### src/rtl/rsa_pei_pkg.sv
package rsa_pei_pkg;

    localparam int PRIME_WIDTH    = 16;
    localparam int EXPONENT_WIDTH = 32;
    localparam int PRODUCT_WIDTH  = 2 * PRIME_WIDTH;

    typedef struct packed {
        logic [PRIME_WIDTH-1:0]    prime_p;
        logic [PRIME_WIDTH-1:0]    prime_q;
        logic [EXPONENT_WIDTH-1:0] public_exponent;
    } operands_t;

    typedef struct packed {
        logic [EXPONENT_WIDTH-1:0] private_exponent;
        logic                      inverse_exists;
    } result_t;

    typedef enum logic [2:0] {
        S_IDLE,
        S_PHI,
        S_DIV_FIRST,
        S_SEED,
        S_CHECK,
        S_DIV,
        S_UPDATE,
        S_FINISH
    } state_t;

    // Commands from the controller to the datapath.
    typedef struct packed {
        logic load;
        logic div_load;
        logic div_first;
        logic div_step;
        logic seed;
        logic update;
        logic finish;
    } dp_cmd_t;

    // Status from the datapath to the controller.
    typedef struct packed {
        logic phi_zero;
        logic r1_zero;
        logic count_last;
    } dp_status_t;

endpackage

### src/rtl/rsa_pei_datapath.sv
module rsa_pei_datapath
    import rsa_pei_pkg::*;
#(
    parameter int W = 32
)
(
    input  logic       clk,
    input  dp_cmd_t    cmd,
    input  operands_t  operands,
    output dp_status_t status,
    output result_t    result
);

    localparam int CW   = W + 2;
    localparam int CNTW = $clog2(W);

    logic [PRIME_WIDTH-1:0]   p_m1;
    logic [PRIME_WIDTH-1:0]   q_m1;
    logic [PRODUCT_WIDTH-1:0] product;
    logic [W-1:0]             phi_w;
    logic [W-1:0]             e_w;

    logic [W-1:0] phi_reg;
    logic [W-1:0] e_reg;
    logic [W-1:0] r0_reg;
    logic [W-1:0] r1_reg;
    logic [W-1:0] rem_reg;
    logic [W-1:0] quo_reg;
    logic [W-1:0] divisor_reg;
    logic [CNTW-1:0] cnt_reg;
    logic signed [CW-1:0] t0_reg;
    logic signed [CW-1:0] t1_reg;
    logic signed [CW-1:0] acc_reg;
    logic signed [CW-1:0] t_adj;
    result_t result_reg;

    logic [W:0]   rem_shift;
    logic         qbit;
    logic [W-1:0] rem_next;
    logic [31:0]  d32;

    assign p_m1    = (operands.prime_p == '0) ? '0 : operands.prime_p - 1'b1;
    assign q_m1    = (operands.prime_q == '0) ? '0 : operands.prime_q - 1'b1;
    assign product = p_m1 * q_m1;

    generate
        if (W >= PRODUCT_WIDTH) begin : g_phi_wide
            assign phi_w = {{(W - PRODUCT_WIDTH){1'b0}}, product};
        end else begin : g_phi_narrow
            assign phi_w = product[W-1:0];
        end
        if (W >= EXPONENT_WIDTH) begin : g_e_wide
            assign e_w = {{(W - EXPONENT_WIDTH){1'b0}}, operands.public_exponent};
        end else begin : g_e_narrow
            assign e_w = operands.public_exponent[W-1:0];
        end
    endgenerate

    // One restoring division step: the next dividend bit shifts into the
    // partial remainder and the quotient bit falls out of the compare.
    assign rem_shift = {rem_reg, quo_reg[W-1]};
    assign qbit      = (rem_shift >= {1'b0, divisor_reg});
    assign rem_next  = qbit ? W'(rem_shift - {1'b0, divisor_reg}) : rem_shift[W-1:0];

    always_ff @(posedge clk)
    begin
        if (cmd.load)
        begin
            phi_reg <= phi_w;
            e_reg   <= e_w;
        end
    end

    // Divider registers. The quotient times t1 is built MSB first in
    // acc_reg while the quotient bits come out, so no multiplier is needed.
    always_ff @(posedge clk)
    begin
        if (cmd.div_load)
        begin
            rem_reg     <= '0;
            cnt_reg     <= '0;
            acc_reg     <= '0;
            quo_reg     <= cmd.div_first ? e_reg : r0_reg;
            divisor_reg <= cmd.div_first ? phi_reg : r1_reg;
        end
        else if (cmd.div_step)
        begin
            rem_reg <= rem_next;
            quo_reg <= {quo_reg[W-2:0], qbit};
            cnt_reg <= cnt_reg + 1'b1;
            acc_reg <= (acc_reg <<< 1) + (qbit ? t1_reg : CW'(0));
        end
    end

    always_ff @(posedge clk)
    begin
        if (cmd.seed)
        begin
            r0_reg <= phi_reg;
            r1_reg <= rem_reg;
            t0_reg <= '0;
            t1_reg <= {{(CW-1){1'b0}}, 1'b1};
        end
        else if (cmd.update)
        begin
            r0_reg <= r1_reg;
            r1_reg <= rem_reg;
            t0_reg <= t1_reg;
            t1_reg <= t0_reg - acc_reg;
        end
    end

    // The final coefficient lies strictly between -phi and phi, so one
    // conditional add brings it into range.
    assign t_adj = t0_reg[CW-1] ? t0_reg + $signed({2'b00, phi_reg}) : t0_reg;

    generate
        if (W >= 32) begin : g_d_wide
            assign d32 = t_adj[31:0];
        end else begin : g_d_narrow
            assign d32 = {{(32 - W){1'b0}}, t_adj[W-1:0]};
        end
    endgenerate

    always_ff @(posedge clk)
    begin
        if (cmd.finish)
        begin
            if ((phi_reg != '0) && (r0_reg == W'(1)))
            begin
                result_reg.private_exponent <= d32;
                result_reg.inverse_exists   <= 1'b1;
            end
            else
            begin
                result_reg.private_exponent <= '0;
                result_reg.inverse_exists   <= 1'b0;
            end
        end
    end

    assign result            = result_reg;
    assign status.phi_zero   = (phi_reg == '0);
    assign status.r1_zero    = (r1_reg == '0);
    assign status.count_last = (cnt_reg == CNTW'(W - 1));

endmodule

### src/rtl/rsa_pei_ctrl.sv
module rsa_pei_ctrl
    import rsa_pei_pkg::*;
(
    input  logic       clk,
    input  logic       rst_n,
    input  logic       start,
    input  dp_status_t status,
    output dp_cmd_t    cmd,
    output logic       busy,
    output logic       done
);

    state_t state_reg;
    state_t state_next;
    logic   done_reg;

    always_ff @(posedge clk or negedge rst_n)
    begin
        if (!rst_n)
        begin
            state_reg <= S_IDLE;
            done_reg  <= 1'b0;
        end
        else
        begin
            state_reg <= state_next;
            done_reg  <= (state_reg == S_FINISH);
        end
    end

    always_comb
    begin
        state_next = state_reg;
        unique case (state_reg)
            S_IDLE:
            begin
                if (start)
                begin
                    state_next = S_PHI;
                end
            end
            S_PHI:
            begin
                state_next = status.phi_zero ? S_FINISH : S_DIV_FIRST;
            end
            S_DIV_FIRST:
            begin
                if (status.count_last)
                begin
                    state_next = S_SEED;
                end
            end
            S_SEED:
            begin
                state_next = S_CHECK;
            end
            S_CHECK:
            begin
                state_next = status.r1_zero ? S_FINISH : S_DIV;
            end
            S_DIV:
            begin
                if (status.count_last)
                begin
                    state_next = S_UPDATE;
                end
            end
            S_UPDATE:
            begin
                state_next = S_CHECK;
            end
            S_FINISH:
            begin
                state_next = S_IDLE;
            end
            default:
            begin
                state_next = S_IDLE;
            end
        endcase
    end

    always_comb
    begin
        cmd = '0;
        unique case (state_reg)
            S_IDLE:
            begin
                cmd.load = start;
            end
            S_PHI:
            begin
                cmd.div_load  = !status.phi_zero;
                cmd.div_first = 1'b1;
            end
            S_DIV_FIRST, S_DIV:
            begin
                cmd.div_step = 1'b1;
            end
            S_SEED:
            begin
                cmd.seed = 1'b1;
            end
            S_CHECK:
            begin
                cmd.div_load = !status.r1_zero;
            end
            S_UPDATE:
            begin
                cmd.update = 1'b1;
            end
            S_FINISH:
            begin
                cmd.finish = 1'b1;
            end
            default:
            begin
                cmd = '0;
            end
        endcase
    end

    assign busy = (state_reg != S_IDLE);
    assign done = done_reg;

endmodule

### src/rtl/rsa_private_exponent_inverse.sv
// Channel   Ports                   Transaction
// -------   ---------------------   ----------------------------------------
// input     start, busy, operands   accepted at a clock edge with start high
//                                   and busy low
// output    done, result            valid for the one cycle that done is high
//
// Each transaction does a first reduction of e by phi, then the Euclid steps,
// each with one division, until the remainder is zero, and then a finish. The
// divider is bit-serial and works on W-bit values (W is MODULUS_WIDTH). When
// no Euclid step is needed the first reduction leads straight to the finish,
// and a zero totient skips the division and finishes directly.
// Reset clears the controller; busy is low and done low after reset.
// The receiver cannot stall: the result is shown once, for one cycle.
module rsa_private_exponent_inverse
    import rsa_pei_pkg::*;
#(
    parameter int MODULUS_WIDTH = 32
)
(
    input  logic      clk,
    input  logic      rst_n,
    input  logic      start,
    output logic      busy,
    input  operands_t operands,
    output logic      done,
    output result_t   result
);

    dp_cmd_t    cmd;
    dp_status_t status;

    rsa_pei_ctrl u_ctrl (
        .clk    (clk),
        .rst_n  (rst_n),
        .start  (start),
        .status (status),
        .cmd    (cmd),
        .busy   (busy),
        .done   (done)
    );

    rsa_pei_datapath #(
        .W (MODULUS_WIDTH)
    ) u_datapath (
        .clk      (clk),
        .cmd      (cmd),
        .operands (operands),
        .status   (status),
        .result   (result)
    );

endmodule
### config.mk
export PLATFORM = sky130hd
export DESIGN_NAME = rsa_private_exponent_inverse
export DESIGN_NICKNAME = d
export VERILOG_FILES = /design/src/rtl/rsa_pei_pkg.sv /design/src/rtl/rsa_pei_datapath.sv /design/src/rtl/rsa_pei_ctrl.sv /design/src/rtl/rsa_private_exponent_inverse.sv
export SDC_FILE = /design/constraint.sdc
export NUM_CORES = 1
export LEC_CHECK = 0
export ABC_AREA = 1
export BUFFER_PORTS_ARGS = -buffer_cell sky130_fd_sc_hd__buf_2
export CAP_MARGIN = 10
export CELL_PAD_IN_SITES_DETAIL_PLACEMENT = 0
export CELL_PAD_IN_SITES_GLOBAL_PLACEMENT = 1
export CORE_ASPECT_RATIO = 0.5
export CORE_MARGIN = 2
export CORE_UTILIZATION = 48
export CTS_CLUSTER_DIAMETER = 100
export DETAILED_ROUTE_END_ITERATION = 10
export GPL_TIMING_DRIVEN = 0
export PLACE_DENSITY = 0.83
export SYNTH_ARGS = -nofsm -noshare
export SYNTH_HDL_FRONTEND = slang
export SYNTH_SLANG_ARGS = --single-unit
### constraint.sdc
create_clock -name clk -period 4.6 [get_ports clk]
set_input_delay 0.23 -clock clk [delete_from_list [all_inputs] [get_ports clk]]
set_output_delay 0.23 -clock clk [all_outputs]
set_load 0.02 [all_outputs]
==> impl_metrics.ini, run 1 <==
[clock_network]
numCtsBuffers = 39
clkSinkCount = 368
clockRootBuffer = clkbuf_16
clkTransAtPathRegs_ns = 0.06
htree_levels = 2
cts_tree = built
cts_max_path_buffers = 3
clk_latency_ns = 0.58

[timing]
slew-limit-headroom_pct = 23.2
max_freq_mhz = 175
tns_ns = -21.10
setup_ws_ns = -1.13
fin_crit_ns = 5.73
tightest_slew_ns = 1.15
fin_crit_sh_pct = 124
hold_violations = 0
slew_viol_final = 0
setup_violations = 24
finalClockSkew_ns = 0.0388
rsz0062_at_grt = yes

[run_status]
violations = negative setup slack
status = complete, but fails checks

[placement]
port_buffers = 101
hpwl_um = 85900
place_congestion = 1.01
place_area_um2 = 33700

[floorplanning]
die_h_um = 186
core_area_um2 = 65200
die_x_um = 367
initial_core_util_pct = 48.6
num_rows = 66
dieArea_um2 = 68200
ios = 102

[final_layout]
area_growth_pct = 17.3
final_util_pct = 57.0
drive_above_1_share_pct = 13.8
fillers = 6039
multi_input_area_um2 = 19900
antennaDiodeCount = 0
finish.instance_area_um2 = 37200
register_area_um2 = 9640
fin_nets = 4913

[synthesis]
netlist_top_cells_count = nand2_1, inv_1, nor2_1, a21oi_1, o21ai_0
synth-edff-count = 225
synth.area.top_cells = edfxtp_1, fa_1, nand2_1, ha_1, dfxtp_1
yosysMostFrequentCell = nand2_1
synth-seq-cells = 368
syn_inst = 4123
netlist_area_um2 = 31700
yosysWarnings = 0
synth_flop_cell = edfxtp_1
synth_top_area_share_pct = 21.3
ys_async_sr_fraction_pct = 1.09
synth_fp_nets = 4625
yosys.area.top_type = edfxtp_1
ys_types = 56
yosysSeqAreaShare_pct = 30.4
syn-mean-instance-area_um2 = 7.68

[route]
drt_iter0_drc = 3137
drc = 0
totalWireLength_um = 108000
avgRoutedWirePerCell_um = 20.3
ant_nets = 0
dr_total_vias = 29482
firstDrtPassIters = 6
vias_per_cell = 5.54

[setup_path]
cp-start-kind = input pin
cp_data_arrival_time_ns = 6.05
slowest_stage = fa_1
cp-end-kind = flop
critPathMaxStageDelay_ns = 0.55
cp_common_cell = fa_1
worstSetupPathType = in -> reg
required_ns = 4.93
path_max_fanout = 6

[flow_run]
max_cap_viol_count = 0

[grt]
overflow = 0
grt_max_degree = 65
grt_use_total_pct = 31.1
grt_pass1_vias = 27733
antenna_found_initial = 0
grt_first_pass_wirelength_um = 161000

[worst_hold_path]
min_path_type = in -> reg
worst max-delay path: cells and delay by family:
| family | cells | cell delay [ns] |
|---|---|---|
| adder cells (fa/ha/maj) | 8 | 3.41 |
| XOR/XNOR | 1 | 0.12 |
| AND/OR/NAND/NOR | 9 | 0.97 |
| AO/OA/AOI/OAI | 3 | 0.43 |
| buffers and inverters | 9 | 0.88 |
kinds of logic after synthesis:
group                      count (synthesis)  synth area share, %
adders and majority gates                435                 21.9
DFF                                      368                 30.4
xor gates and xnor gates                  95                 2.63
AOI/OAI and AO/OA                        711                 12.4
buffers and inverters                    839                 10.3
and+or+nand+nor                         1675                 22.3
final timing paths:
kind / start / endpoint / slack (ns) / cells past startpoint
worst max-delay path: operands[48] / u_datapath.phi_reg[19]$_DFFE_PP_ / -1.13 / 30
worst max register to register: u_datapath.divisor_reg[26]$_DFFE_PP_ / u_datapath.acc_reg[25]$_SDFFE_PP0P_ / 0.24 / 29
worst min register to register: u_datapath.cnt_reg[4]$_SDFFE_PP0P_ / u_datapath.cnt_reg[4]$_SDFFE_PP0P_ / 0.46 / 2
max in group asynchronous: rst_n / u_ctrl.done$_DFF_PN0_ / 3.29 / 4
min in group asynchronous: rst_n / u_ctrl.state_reg[2]$_DFFE_PN0P_ / 0.57 / 3
worst min-delay path: start / u_ctrl.state_reg[0]$_DFFE_PN0P_ / 0.21 / 3
final cells by class:
class | instances | share of cell area (%)
Clock buffer | 45 | 2.71
Tap cell | 884 | 2.98
Sequential cell | 368 | 25.9
Inverter | 752 | 7.88
Timing Repair Buffer | 247 | 4.96
Clock inverter | 24 | 0.717
Multi-Input combinational cell | 2916 | 53.5
Buffer | 87 | 1.36
layer usage:
layer	track usage [%]	vias up	routed length, µm
li1	-	13906	-
met1	44.7	14174	48800
met2	47.8	1223	46200
met3	5.80	179	9850
met4	9.07	0	3220
met5	0	-	0
layout by cell type, fill, tap and decap left out, drive strengths merged, types with 2 or more instances in the layout:
| master | count |
|---|---|
| a21oi | 252 |
| nor2 | 465 |
| dfrtp | 4 |
| fa | 198 |
| xnor2 | 42 |
| a21o | 21 |
| o211ai | 21 |
| clkinvlp | 7 |
| bufinv | 3 |
| clkbuf | 88 |
| o21a | 7 |
| clkinv | 19 |
| o22ai | 36 |
| a31oi | 44 |
| and2 | 3 |
| a221oi | 2 |
| nand2 | 901 |
| nand3b | 8 |
| a21boi | 13 |
| xor2 | 53 |
| o21bai | 32 |
| nor3 | 36 |
| edfxtp | 225 |
| and3 | 2 |
| dfxtp | 139 |
| inv | 747 |
| ha | 237 |
| or2 | 17 |
| nand3 | 179 |
| dlygate4sd3 | 35 |
| buf | 256 |
| nand4 | 32 |
| o2111ai | 2 |
| o21ai | 276 |
| nor4 | 31 |
stage by stage:
stage,cells,setup slack [ns],hold WS [ns]
floorplan,4123,-1.41,-0.0656
global placement,5108,-2.33,0.0615
detailed placement,5112,-2.35,0.0641
CTS,5299,-1.07,0.171
global route,5323,-1.37,0.205
finish,5323,-1.13,0.207
what timing repair did:
action,4_1_cts,5_1_grt
hold endpoints to repair,36,0
pin swaps,54,37
endpoints found under the setup margin,34,43
setup buffers,82,25
resized for setup,162,109
hold buffers,35,0
cloned,1,0
Power of run 1 is not shown: default switching activity piles up to over one toggle a cycle in this logic, so the estimate is an artifact.
==> run 2, diff against run 1 <==
Settings changed: CORE_MARGIN 2 to default, CORE_UTILIZATION 48 to 45, PLACE_DENSITY 0.83 to 0.78.
==> impl_metrics.ini, run 2 (synthesis results as in run 1) <==
[timing]
slew-limit-headroom_pct = 21.4
max_freq_mhz = 176
setup_ws_ns = -1.09
hold_violations = 0
fin_crit_ns = 5.69
rsz0062_at_grt = yes
tightest_slew_ns = 1.18
fin_crit_sh_pct = 124
setup_violations = 24
slew_viol_final = 0
finalClockSkew_ns = 0.0386

[clock_network]
htree_levels = 2
clkSinkCount = 368
cts_tree = built
clk_latency_ns = 0.60
numCtsBuffers = 39
clkTransAtPathRegs_ns = 0.06
cts_max_path_buffers = 3
clockRootBuffer = clkbuf_16

[floorplanning]
initial_core_util_pct = 45.7
dieArea_um2 = 71500
num_rows = 68
ios = 102
core_area_um2 = 69300
die_h_um = 190
die_x_um = 377

[grt]
grt_first_pass_wirelength_um = 169000
overflow = 0
antenna_found_initial = 2
grt_use_total_pct = 31.3
grt_pass1_vias = 28306
grt_max_degree = 74

[final_layout]
layout_common_cells = nand2_1, inv_1, nor2_1, o21ai_0
antennaDiodeCount = 0
area_growth_pct = 22.2
fillers = 6508
multi_input_area_um2 = 20400
register_area_um2 = 9640
finish.instance_area_um2 = 38700
fin_nets = 4994
final_common_cell = nand2_1
drive_above_1_share_pct = 17.4

[setup_path]
path_max_fanout = 5
worst-path-buf-inv = 10
cp_data_arrival_time_ns = 6.03
path_delay_family = adder cells
required_ns = 4.93
worstSetupPathType = in -> reg
cp-start-kind = input pin
slowest_stage = fa_1
critPathMaxStageDelay_ns = 0.50
cp_common_cell = fa_1
cp-end-kind = flop

[route]
vias_per_cell = 5.44
ant_nets = 0
drt_iter0_drc = 2830
drc = 0
totalWireLength_um = 114000
dr_total_vias = 29766
avgRoutedWirePerCell_um = 20.9
firstDrtPassIters = 6

[placement]
hpwl_um = 89300
place_area_um2 = 33700
dpl_worst_slack_ns = -2.55
place_congestion = 0.990
port_buffers = 101

[run_status]
status = complete, but fails checks
violations = negative setup slack

[worst_hold_path]
min_path_type = in -> reg

[flow_run]
max_cap_viol_count = 0
## run 2: changes by cell type in the layout (fill, tap and decap cells not counted), moves of 15 or more
| cell | previous run | this run |
|---|---|---|
| fa_1 | 192 | 177 |
| buf_4 | 104 | 162 |
| nor2_1 | 408 | 391 |
| nand2_1 | 852 | 828 |
| buf_6 | 24 | 47 |
| nor2_4 | 26 | 42 |
| fa_2 | 6 | 21 |
| inv_1 | 688 | 670 |
## run 2: tightest hold or removal path: cells and delay by family
family          cells  cell delay, ns
compound gates      2            0.33
buf+inv             1            0.12
## run 2: worst paths after layout
path,start,to,slack [ns],depth (start not counted)
worst max-delay path,operands[50],u_datapath.phi_reg[23]$_DFFE_PP_,-1.09,31
worst min-delay path,start,u_ctrl.state_reg[0]$_DFFE_PN0P_,0.17,3
worst max register to register,u_datapath.divisor_reg[19]$_DFFE_PP_,u_datapath.acc_reg[26]$_SDFFE_PP0P_,0.25,28
worst min register to register,u_datapath.cnt_reg[4]$_SDFFE_PP0P_,u_datapath.cnt_reg[4]$_SDFFE_PP0P_,0.45,2
max in group asynchronous,rst_n,u_ctrl.done$_DFF_PN0_,3.80,3
min in group asynchronous,rst_n,u_ctrl.state_reg[1]$_DFFE_PN0P_,0.60,3
## run 2: routing by layer
metal / up-vias / share of wire, % / track usage, %
met2: 1273 / 43 / 47.3
li1: 14064 / - / -
met5: - / 0 / 0
met1: 14245 / 45 / 45.7
met4: 0 / 3.2 / 9.13
met3: 184 / 9.2 / 5.43
## run 2: metrics by stage
stage	std cells	util [%]	setup TNS [ns]	hold WS [ns]
5_1_grt	5468	55.9	-25.59	0.195
3_5_place_dp	5173	48.7	-51.89	0.0634
3_3_place_gp	5169	48.6	-69.49	0.0645
2_1_floorplan	4123	-	-27.47	-0.0656
4_1_cts	5405	54.1	-18.72	0.140
6_report	5468	55.9	-21.14	0.166
## run 2: final cells by class
| class | instances | area share, % |
|---|---|---|
| buffer | 87 | 1.34 |
| timing repair buffer | 327 | 6.80 |
| clock buffer | 51 | 2.74 |
| clock inverter | 21 | 0.643 |
| tap | 945 | 3.06 |
| inverter | 752 | 7.68 |
| sequential | 368 | 24.9 |
| multi-input combinational | 2917 | 52.8 |
## run 2: what timing repair did
| action | CTS | global route |
|---|---|---|
| setup endpoints to repair | 39 | 49 |
| pin swaps | 123 | 91 |
| gates cloned | 2 | 2 |
| setup buffers | 125 | 62 |
| hold endpoints to repair | 36 | 0 |
| hold buffers | 34 | 0 |
| resized for setup | 292 | 183 |
Power of run 2 is left out for the same reason.
